## src/design/ale_pkg.sv

```systemverilog
// shared types and constants of the array list engine
// no dependencies; imported by every other file of the block but ale_ram
package ale_pkg;

	localparam int DEPTH_DEF = 256;
	localparam int DATA_W    = 32;
	localparam int POS_W     = 8;
	localparam int LEN_W     = 9;

	localparam logic [LEN_W-1:0] CAP_RESET = 9'd256;

	typedef enum logic [2:0] {
		OP_GET    = 3'd0,
		OP_SET    = 3'd1,
		OP_APPEND = 3'd2,
		OP_INSERT = 3'd3,
		OP_DELETE = 3'd4
	} opcode_t;

	typedef enum logic [1:0] {
		ST_OK     = 2'd0,
		ST_BOUNDS = 2'd1,
		ST_FULL   = 2'd2
	} status_t;

	typedef struct packed {
		opcode_t                   opcode;
		logic [POS_W-1:0]          position;
		logic signed [DATA_W-1:0]  value;
	} req_t;

	typedef struct packed {
		logic signed [DATA_W-1:0]  read_value;
		status_t                   status;
		logic [LEN_W-1:0]          length_now;
	} rsp_t;

	typedef enum logic [2:0] {
		S_IDLE,
		S_EXEC,
		S_SHIFT,
		S_DRAIN,
		S_FINAL,
		S_GET,
		S_CAP,
		S_RESP
	} fsm_t;

	typedef struct packed {
		logic load;
		logic exec;
		logic shift_rd;
		logic get_rd;
		logic get_cap;
		logic wr_val;
		logic wr_at_len;
		logic len_inc;
		logic len_dec;
		logic out_load;
	} dp_cmd_t;

	typedef struct packed {
		opcode_t opcode;
		status_t status;
		logic    shift_need;
		logic    shift_last;
	} dp_sts_t;

endpackage

```

## src/design/ale_ctrl.sv

```systemverilog
// control state machine of the array list engine
// depends on ale_pkg; drives the datapath through dp_cmd_t
module ale_ctrl
	import ale_pkg::*;
(
	input  logic    clk,
	input  logic    arst_n,
	input  logic    req_valid,
	output logic    req_ready,
	output logic    rsp_valid,
	input  logic    rsp_ready,
	input  dp_sts_t sts,
	output dp_cmd_t cmd
);

	fsm_t state_q, state_d;
	logic rsp_valid_q;
	logic slot_free;

	assign slot_free = !rsp_valid_q || rsp_ready;

	always_ff @(posedge clk or negedge arst_n) begin
		if (!arst_n) begin
			state_q     <= S_IDLE;
			rsp_valid_q <= 1'b0;
		end else begin
			state_q <= state_d;
			if (cmd.out_load) begin
				rsp_valid_q <= 1'b1;
			end else if (rsp_ready) begin
				rsp_valid_q <= 1'b0;
			end
		end
	end

	always_comb begin
		state_d = state_q;
		case (state_q)
			S_IDLE: begin
				if (req_valid) begin
					state_d = S_EXEC;
				end
			end
			S_EXEC: begin
				if (sts.status != ST_OK) begin
					state_d = S_RESP;
				end else begin
					case (sts.opcode)
						OP_GET:                state_d = S_GET;
						OP_INSERT, OP_DELETE:  state_d = sts.shift_need ? S_SHIFT : S_FINAL;
						default:               state_d = S_RESP;
					endcase
				end
			end
			S_SHIFT: begin
				if (sts.shift_last) begin
					state_d = S_DRAIN;
				end
			end
			S_DRAIN: state_d = S_FINAL;
			S_FINAL: state_d = S_RESP;
			S_GET:   state_d = S_CAP;
			S_CAP:   state_d = S_RESP;
			S_RESP: begin
				if (slot_free) begin
					state_d = S_IDLE;
				end
			end
			default: state_d = S_IDLE;
		endcase
	end

	always_comb begin
		cmd       = '0;
		req_ready = 1'b0;
		case (state_q)
			S_IDLE: begin
				req_ready = 1'b1;
				cmd.load  = req_valid;
			end
			S_EXEC: begin
				cmd.exec = 1'b1;
				if (sts.status == ST_OK) begin
					case (sts.opcode)
						OP_SET: cmd.wr_val = 1'b1;
						OP_APPEND: begin
							cmd.wr_val    = 1'b1;
							cmd.wr_at_len = 1'b1;
							cmd.len_inc   = 1'b1;
						end
						default: ;
					endcase
				end
			end
			S_SHIFT: cmd.shift_rd = 1'b1;
			S_FINAL: begin
				// insert drops the new value into the gap, delete just shortens
				if (sts.opcode == OP_INSERT) begin
					cmd.wr_val  = 1'b1;
					cmd.len_inc = 1'b1;
				end else begin
					cmd.len_dec = 1'b1;
				end
			end
			S_GET:  cmd.get_rd   = 1'b1;
			S_CAP:  cmd.get_cap  = 1'b1;
			S_RESP: cmd.out_load = slot_free;
			default: ;
		endcase
	end

	assign rsp_valid = rsp_valid_q;

endmodule

```

## config.mk

```make
export PLATFORM = sky130hd
export DESIGN_NAME = ale_ctrl
export DESIGN_NICKNAME = d
export VERILOG_FILES = /design/src/design/ale_pkg.sv /design/src/design/ale_ctrl.sv
export SDC_FILE = /design/constraint.sdc
export NUM_CORES = 1
export LEC_CHECK = 0
export BUFFER_PORTS_ARGS = -buffer_cell sky130_fd_sc_hd__buf_2
export CELL_PAD_IN_SITES_DETAIL_PLACEMENT = 1
export CELL_PAD_IN_SITES_GLOBAL_PLACEMENT = 2
export CORE_MARGIN = 5
export CORE_UTILIZATION = 20
export CTS_CLUSTER_SIZE = 28
export DETAILED_ROUTE_END_ITERATION = 16
export GPL_ROUTABILITY_DRIVEN = 1
export PLACE_DENSITY_LB_ADDON = 0.2
export SYNTH_ARGS = -nofsm -noshare
export SYNTH_HDL_FRONTEND = slang
export SYNTH_SLANG_ARGS = --single-unit
```

## constraint.sdc

```tcl
create_clock -name clk -period 1.34 [get_ports clk]
set_input_delay 0.201 -clock clk [delete_from_list [all_inputs] [get_ports clk]]
set_output_delay 0.201 -clock clk [all_outputs]
set_load 0.02 [all_outputs]
```

==> summary.md, run 1 <==
| Metric | Value |
|---|---|
| Port Buf Inserts | 22 |
| Chip Height | around 54 um |
| Rel. slew slack | between 70% and 80% |
| Pre-CTS setup slack | about 0.073 ns |
| Die width | 54.04 um |
| Slowest-stage cell, CP | dfrtp_2 |
| Root Buffer | clkbuf_4 |
| Cell Area, Synth | 387.9 sq um |
| CP Launch Type | flop |
| Outcome | complete, but fails checks |
| Mapped Cells | 52 |
| Internal reg-to-reg setup slack | 0 ns |
| RSZ-0062 raised after global routing | yes |
| GRT Total Usage | between 10 and 15% |
| Max cap viols | 0 |
| Share of post-route cells with drive strength above 1 | between 70% and 80% |
| Crit Path Class | flop to output port |
| Clk_lat worst skew | 0.25 ns |
| CTS tree | done |
| Core footprint | roughly 1900 sq um |
| Critical Path RT | between 1 and 1.5 ns |
| Most used cell along the critical path | buf_6 |
| FF-to-FF path depth | 5 |
| Die area | a little under 3000 sq um |
| Gp weighted congestion | ~0.67 |
| Setup WS post-layout | -0.1516 ns |
| Inst Count DP | about 100 |
| Vias in the first global route | roughly 560 |
| Max Fclk | around 670 MHz |
| Grt ovf | 0 |
| Sequential area share after synthesis | about a quarter |
| Most frequent cells in the layout | buf_6, buf_4, buf_2 |
| Antenna fix cells | 0 |
| Min Hold Slack | 0.1683 ns |
| Placed wire-length estimate | slightly above 1000 um |
| Starting density of the core | around a fifth |
| Vias | ~570 |
| Final cycle utilization of the critical path | 111.3% |
| Synth Register Bits | 4 |
| Worst path depth | 4 |
| FILL cells | 227 |
| Cts bufs inserted | 3 |
| Maximum vdd drop | around 0.0012 V |
| Hold Crit Start | sts[1] |
| Mean Syn Cell Area | between 7 and 8 sq um |
| Hold Fails Final Rpt | 0 |
| Final Net Count | 108 |
| Critical path buffer and inverter count | 2 |
| DRT antenna net count | 0 |
| Reg area | 103.9 sq um |
| DR DRC count | 0 |
| Pins Over Slew Limit | 0 |
| Area delta synth->final | 140.3% |
| Crit path largest cell delay | approximately 0.44 ns |
| Max Fanout on Critical Path | 4 |
| Synth Net Count | 63 |
| Area after DPL | 576.8 sq um |
| Reg-to-Reg Start | state_q[1] |
| CTS clock-pin slew for the worst setup and hold paths | 0.05 ns |
| I/O pin total | 23 |
| Yosys cell types | 28 |
| WL final | about 1600 um |
| Multi-input logic area | approximately 400 sq um |
| Post-route cell area | around 930 sq um |
| Hold/Removal Path Class | input port to flop |
| Largest buffer count on any clock path | 2 |
| Non-filler cells, final | 122 |
| Vias per cell | around 4.7 |
| P_leak | between 0.4 and 0.5 nW |
| CP top delay family | flip-flops |
| Finish-stage setup viols | 11 |
| R2R Path End | state_q[0] |
| Crit path time final | about 1.5 ns |
| Cell Chain, Critical Path | buf_6 > nor3_4 > and2_4 > buf_6 |
| Critical Path Sink Type | output port |
| WHS Path Cells | 2 |
| Largest net degree at the start of global routing | 8 |
| DR pass1 iterations | 2 |
| Failing checks | negative setup slack |
| Final core utilization | 49.01% |
| Slew @ Worst Pin | a little over 0.3 ns |
| Worst EP arrival | 1.29 ns |
| CTS H-tree lvls | 1 |
| Hold endpoint | state_q[2] |
| Yosys warnings | 0 |
| Clk sinks | 4 |
| PwrDens | 2293 nW/um^2 |
| 1st-iter DRT viols | 2 |
| Wire per inst | 13.44 um |
| Initial antenna violation count | 0 |
| Fin Clk Skew | 0.008588 ns |
| First-pass GRT wire length | 2352 um |
| FP Rows | 16 |
[logic make-up (layout without fill, tap and decap cells)]
family,count (synthesis),in the layout,synth area share (%)
AOI/OAI and AO/OA,12,12,22.58
buffers and inverters,4,47,4.837
and+or+nand+nor,31,31,44.52
DFF,4,4,25.81
xor gates and xnor gates,1,1,2.258
[power by group]
group | total [mW] | internal [mW] | switching (mW)
Combinational | 1.68 | 0.918 | 0.760
Clock | 0.164 | 0.101 | 0.0628
Sequential | 0.296 | 0.192 | 0.103
Total | 2.14 | 1.21 | 0.926
[per-layer routing]
metal  global-route usage, %  up-vias  routed length, um
met3                       0        2                 29
li1                        -      277                  -
met2                   18.95       13                891
met1                   13.09      280                692
met4                   8.714        0                 27
met5                       0        -                  0
[timing repair]
action                                  CTS  global route
pin swaps                                 8             7
endpoints found under the hold margin     4             0
gates resized for setup                  31            24
endpoints found under the setup margin   11            12
gates cloned                              0             0
hold buffers                              1             0
setup buffers                             7             8
[how the worst max path moves through the flow]
stage	startpoint	endpoint	slack (ns)
after floorplan	state_q[1]	cmd[2]	-0.008
after global placement	state_q[0]	cmd[4]	0.07
after detailed placement	state_q[0]	cmd[4]	0.07
after CTS	state_q[1]	cmd[2]	-0.13
after global routing	state_q[0]	cmd[9]	-0.20
final	state_q[2]	cmd[9]	-0.15
[layout make-up]
cell class / count / area share (%)
well taps: 27 / 3.624
inverters: 1 / 0.4027
flip-flops and latches: 4 / 11.14
repair buffers: 43 / 39.33
multi-input cells: 44 / 43.09
clock buffers: 3 / 2.416
[registers in the layout, indices dropped and copies added, names as in the netlist]
signal and cells:
state_q 3, rsp_valid 1
[synth_stat cells]
cell	n	share of area (%)
nand3_1	2	2.6
inv_2	1	0.97
nor2b_1	2	3.2
nor3_1	1	1.3
and2_1	2	3.2
nor2_2	2	3.2
o21a_1	1	1.9
or2b_1	1	1.9
and3_1	1	1.6
o221a_1	1	2.9
nand2_1	3	2.9
buf_2	3	3.9
nor4_1	1	1.6
nor2_1	7	6.8
o22ai_1	2	3.2
a211o_2	1	2.6
nand4_1	2	3.2
o21ai_0	2	2.6
o221ai_1	1	2.3
nand2b_1	4	6.5
a21boi_2	1	2.9
nand4b_1	1	2.3
xor2_1	1	2.3
nand3b_1	1	1.9
or3b_1	1	2.3
a21oi_1	2	2.6
a31oi_1	1	1.6
dfrtp_1	4	26
[stage by stage]
| stage | TNS (ns) | power, mW |
|---|---|---|
| after global routing | -1.528 | 2.279 |
| after detailed placement | 0 | 1.071 |
| after floorplan | -0.008135 | 0.7798 |
| after CTS | -0.7002 | 1.678 |
| final | -0.9406 | 2.137 |
| after global placement | 0 | 1.072 |
Note: power is estimated with default switching activity, not from simulation.
==> inputs of run 2 (changes only) <==
--- a/config.mk
+++ b/config.mk
@@ -13,7 +13,7 @@
 export CTS_CLUSTER_SIZE = 28
 export DETAILED_ROUTE_END_ITERATION = 16
 export GPL_ROUTABILITY_DRIVEN = 1
-export PLACE_DENSITY_LB_ADDON = 0.2
+export PLACE_DENSITY = 0.84
 export SYNTH_ARGS = -nofsm -noshare
 export SYNTH_HDL_FRONTEND = slang
 export SYNTH_SLANG_ARGS = --single-unit
==> run 2 against run 1 <==
Against the previous run: the run still ends with negative setup slack left; clock power down 5%; die area unchanged; setup slack better by 0.0013 ns; critical path type unchanged; critical endpoint is now cmd[0]; largest cell class unchanged.
==> summary.md, run 2 (synthesized netlist as in run 1, its figures left out) <==
| Metric | Value |
|---|---|
| PwrDens | 2109 nW/um^2 |
| Area delta synth->final | 87.10% |
| Vias | roughly 520 |
| Setup WS post-layout | -0.1503 ns |
| Die width | roughly 54 um |
| Logic pwr share | a little over two thirds |
| CTS H-tree lvls | 1 |
| Metal2 WL | 829 um |
| Failing checks | negative setup slack |
| WL met1 | ~570 um |
| Slowest-stage cell, CP | dfrtp_2 |
| Rel. slew slack | 84.00% |
| Hold Fails Final Rpt | 0 |
| Pins Over Slew Limit | 0 |
| I/O pin total | 23 |
| Critical Path RT | around 1.1 ns |
| FILL cells | approximately 240 |
| Critical path buffer and inverter count | 3 |
| Inst Count DP | between 100 and 150 |
| Clk pwr share | roughly a tenth |
| 1st-iter DRT viols | 2 |
| Sequential Power Share | approximately a fifth |
| Commonest non-fill, non-tap cell in the layout | buf_2 |
| Switch Pwr | slightly below 0.7 mW |
| Outcome | complete, but fails checks |
| Largest buffer count on any clock path | 2 |
| Initial antenna violation count | 0 |
| Pre-CTS setup slack | a little under 0.05 ns |
| Antenna fix cells | 0 |
| Int Power | about 0.84 mW |
| Total power | roughly 1.5 mW |
| Vias per cell | 4.679 |
| Largest net degree at the start of global routing | 8 |
| Chip Height | around 54 um |
| Final Net Count | 98 |
| Met3 WL | approximately 44 um |
| Grt ovf | 0 |
| Max cap viols | 0 |
| Root Buffer | clkbuf_4 |
| Placed wire-length estimate | between 1000 and 1500 um |
| Sw Share | a little under half |
| Gp weighted congestion | ~0.8 |
| Non-filler cells, final | about 110 |
| Final cycle utilization of the critical path | 111.2% |
| Cell Chain, Critical Path | buf_6 > buf_4 > nand3_1 > nor2_1 > buf_4 |
| Wire per inst | 13.21 um |
| Slew @ Worst Pin | between 0.2 and 0.25 ns |
| Crit Path Class | flop to output port |
| Max Fanout on Critical Path | 5 |
| Most used cell along the critical path | buf_4 |
| Reg-to-Reg Start | state_q[1] |
| Fin Clk Skew | 0.0003045 ns |
| Vias in the first global route | between 500 and 600 |
| Maximum vdd drop | around 0.00057 V |
| Hold/Removal Path Class | input port to flop |
| Share of post-route cells with drive strength above 1 | ~58% |
| Worst path depth | 5 |
| DR DRC count | 0 |
| CTS clock-pin slew for the worst setup and hold paths | ~0.040 ns |
| P_leak | approximately 0.32 nW |
| GRT Total Usage | about an eighth |
| Critical Path Sink Type | output port |
| Clk_lat worst skew | around 0.24 ns |
| Worst EP arrival | between 1 and 1.5 ns |
| Finish-stage setup viols | 11 |
| Min Hold Slack | roughly 0.18 ns |
| FP Rows | 16 |
| Clk sinks | 4 |
| Port Buf Inserts | 22 |
| RSZ-0062 raised after global routing | yes |
| Max layer used | met4 |
| Crit path time final | around 1.5 ns |
| WL final | roughly 1500 um |
| Max reg flops | 3 |
| First-pass GRT wire length | around 2400 um |
| CTS tree | done |
| CP top delay family | flip-flops |
| Die area | 2920 sq um |
| FF-to-FF path depth | 4 |
| Core footprint | about 1900 sq um |
| DRT antenna net count | 0 |
| Crit path largest cell delay | 0.41 ns |
| Hold Crit Start | sts[1] |
| DR pass1 iterations | 2 |
| Most frequent cells in the layout | buf_2, buf_4, buf_6 |
| CP Launch Point | state_q[0] |
| Starting density of the core | approximately a fifth |
| Most flops, register | state_q |
| Max Fclk | approximately 670 MHz |
| Setup TNS | -1.047 ns |
| Cts bufs inserted | 3 |
| CP Launch Type | flop |
| WHS Path Cells | 2 |
-- run 2: cell count changes in the layout (fill, tap and decap cells not counted), moves of 3 or more --
cell | previous run | this run
buf_4 | 15 | 10
buf_6 | 15 | 10
nor2_4 | 7 | 2
nor2_1 | 1 | 5
nand2b_1 | 1 | 4
nand2b_4 | 3 | 0
-- run 2: final timing paths --
check                      slack [ns]         end
setup / recovery                -0.15      cmd[0]
hold / removal                   0.18  state_q[2]
setup reg to reg                 0.12  state_q[0]
hold reg to reg                  0.57   rsp_valid
max in group asynchronous        0.88  state_q[2]
min in group asynchronous        0.31   rsp_valid
-- run 2: metrics by stage --
step | cell area (sq um) | util [%]
floorplan | 402.9 | -
finish | 725.7 | 38.16
global route | 725.7 | 38.16
CTS | 693.2 | 36.45
global placement | 569.3 | 29.93
detailed placement | 569.3 | 29.93
-- run 2: layer usage --
metal  vias up  GRT usage, %
met5         -             0
met4         0         7.469
met3         4         2.493
met2        15         21.98
met1       252         11.64
li1        253             -
-- run 2: power groups by stage --
stage	Sequential (mW)	Combinational [mW]	Clock, mW
4_1_cts	0.295	0.994	0.161
3_3_place_gp	0.246	0.793	0
6_report	0.297	1.08	0.156
3_5_place_dp	0.258	0.819	0
2_1_floorplan	0.246	0.533	0
5_1_grt	0.311	1.16	0.175
-- run 2: final cells by class --
class	instances	area [sq um]	share of cell area [%]
clock buffer	3	22.52	3.103
inverter	1	3.754	0.5172
timing repair buffer	33	257.7	35.52
sequential	4	103.9	14.31
tap	27	33.78	4.655
multi-input combinational	44	304.0	41.90
-- run 2: repair_timing --
action	4_1_cts	5_1_grt
resized for setup	24	5
hold buffers	1	0
buffers inserted	3	2
endpoints found under the setup margin	11	11
hold endpoints to repair	4	0
pin swaps	4	5
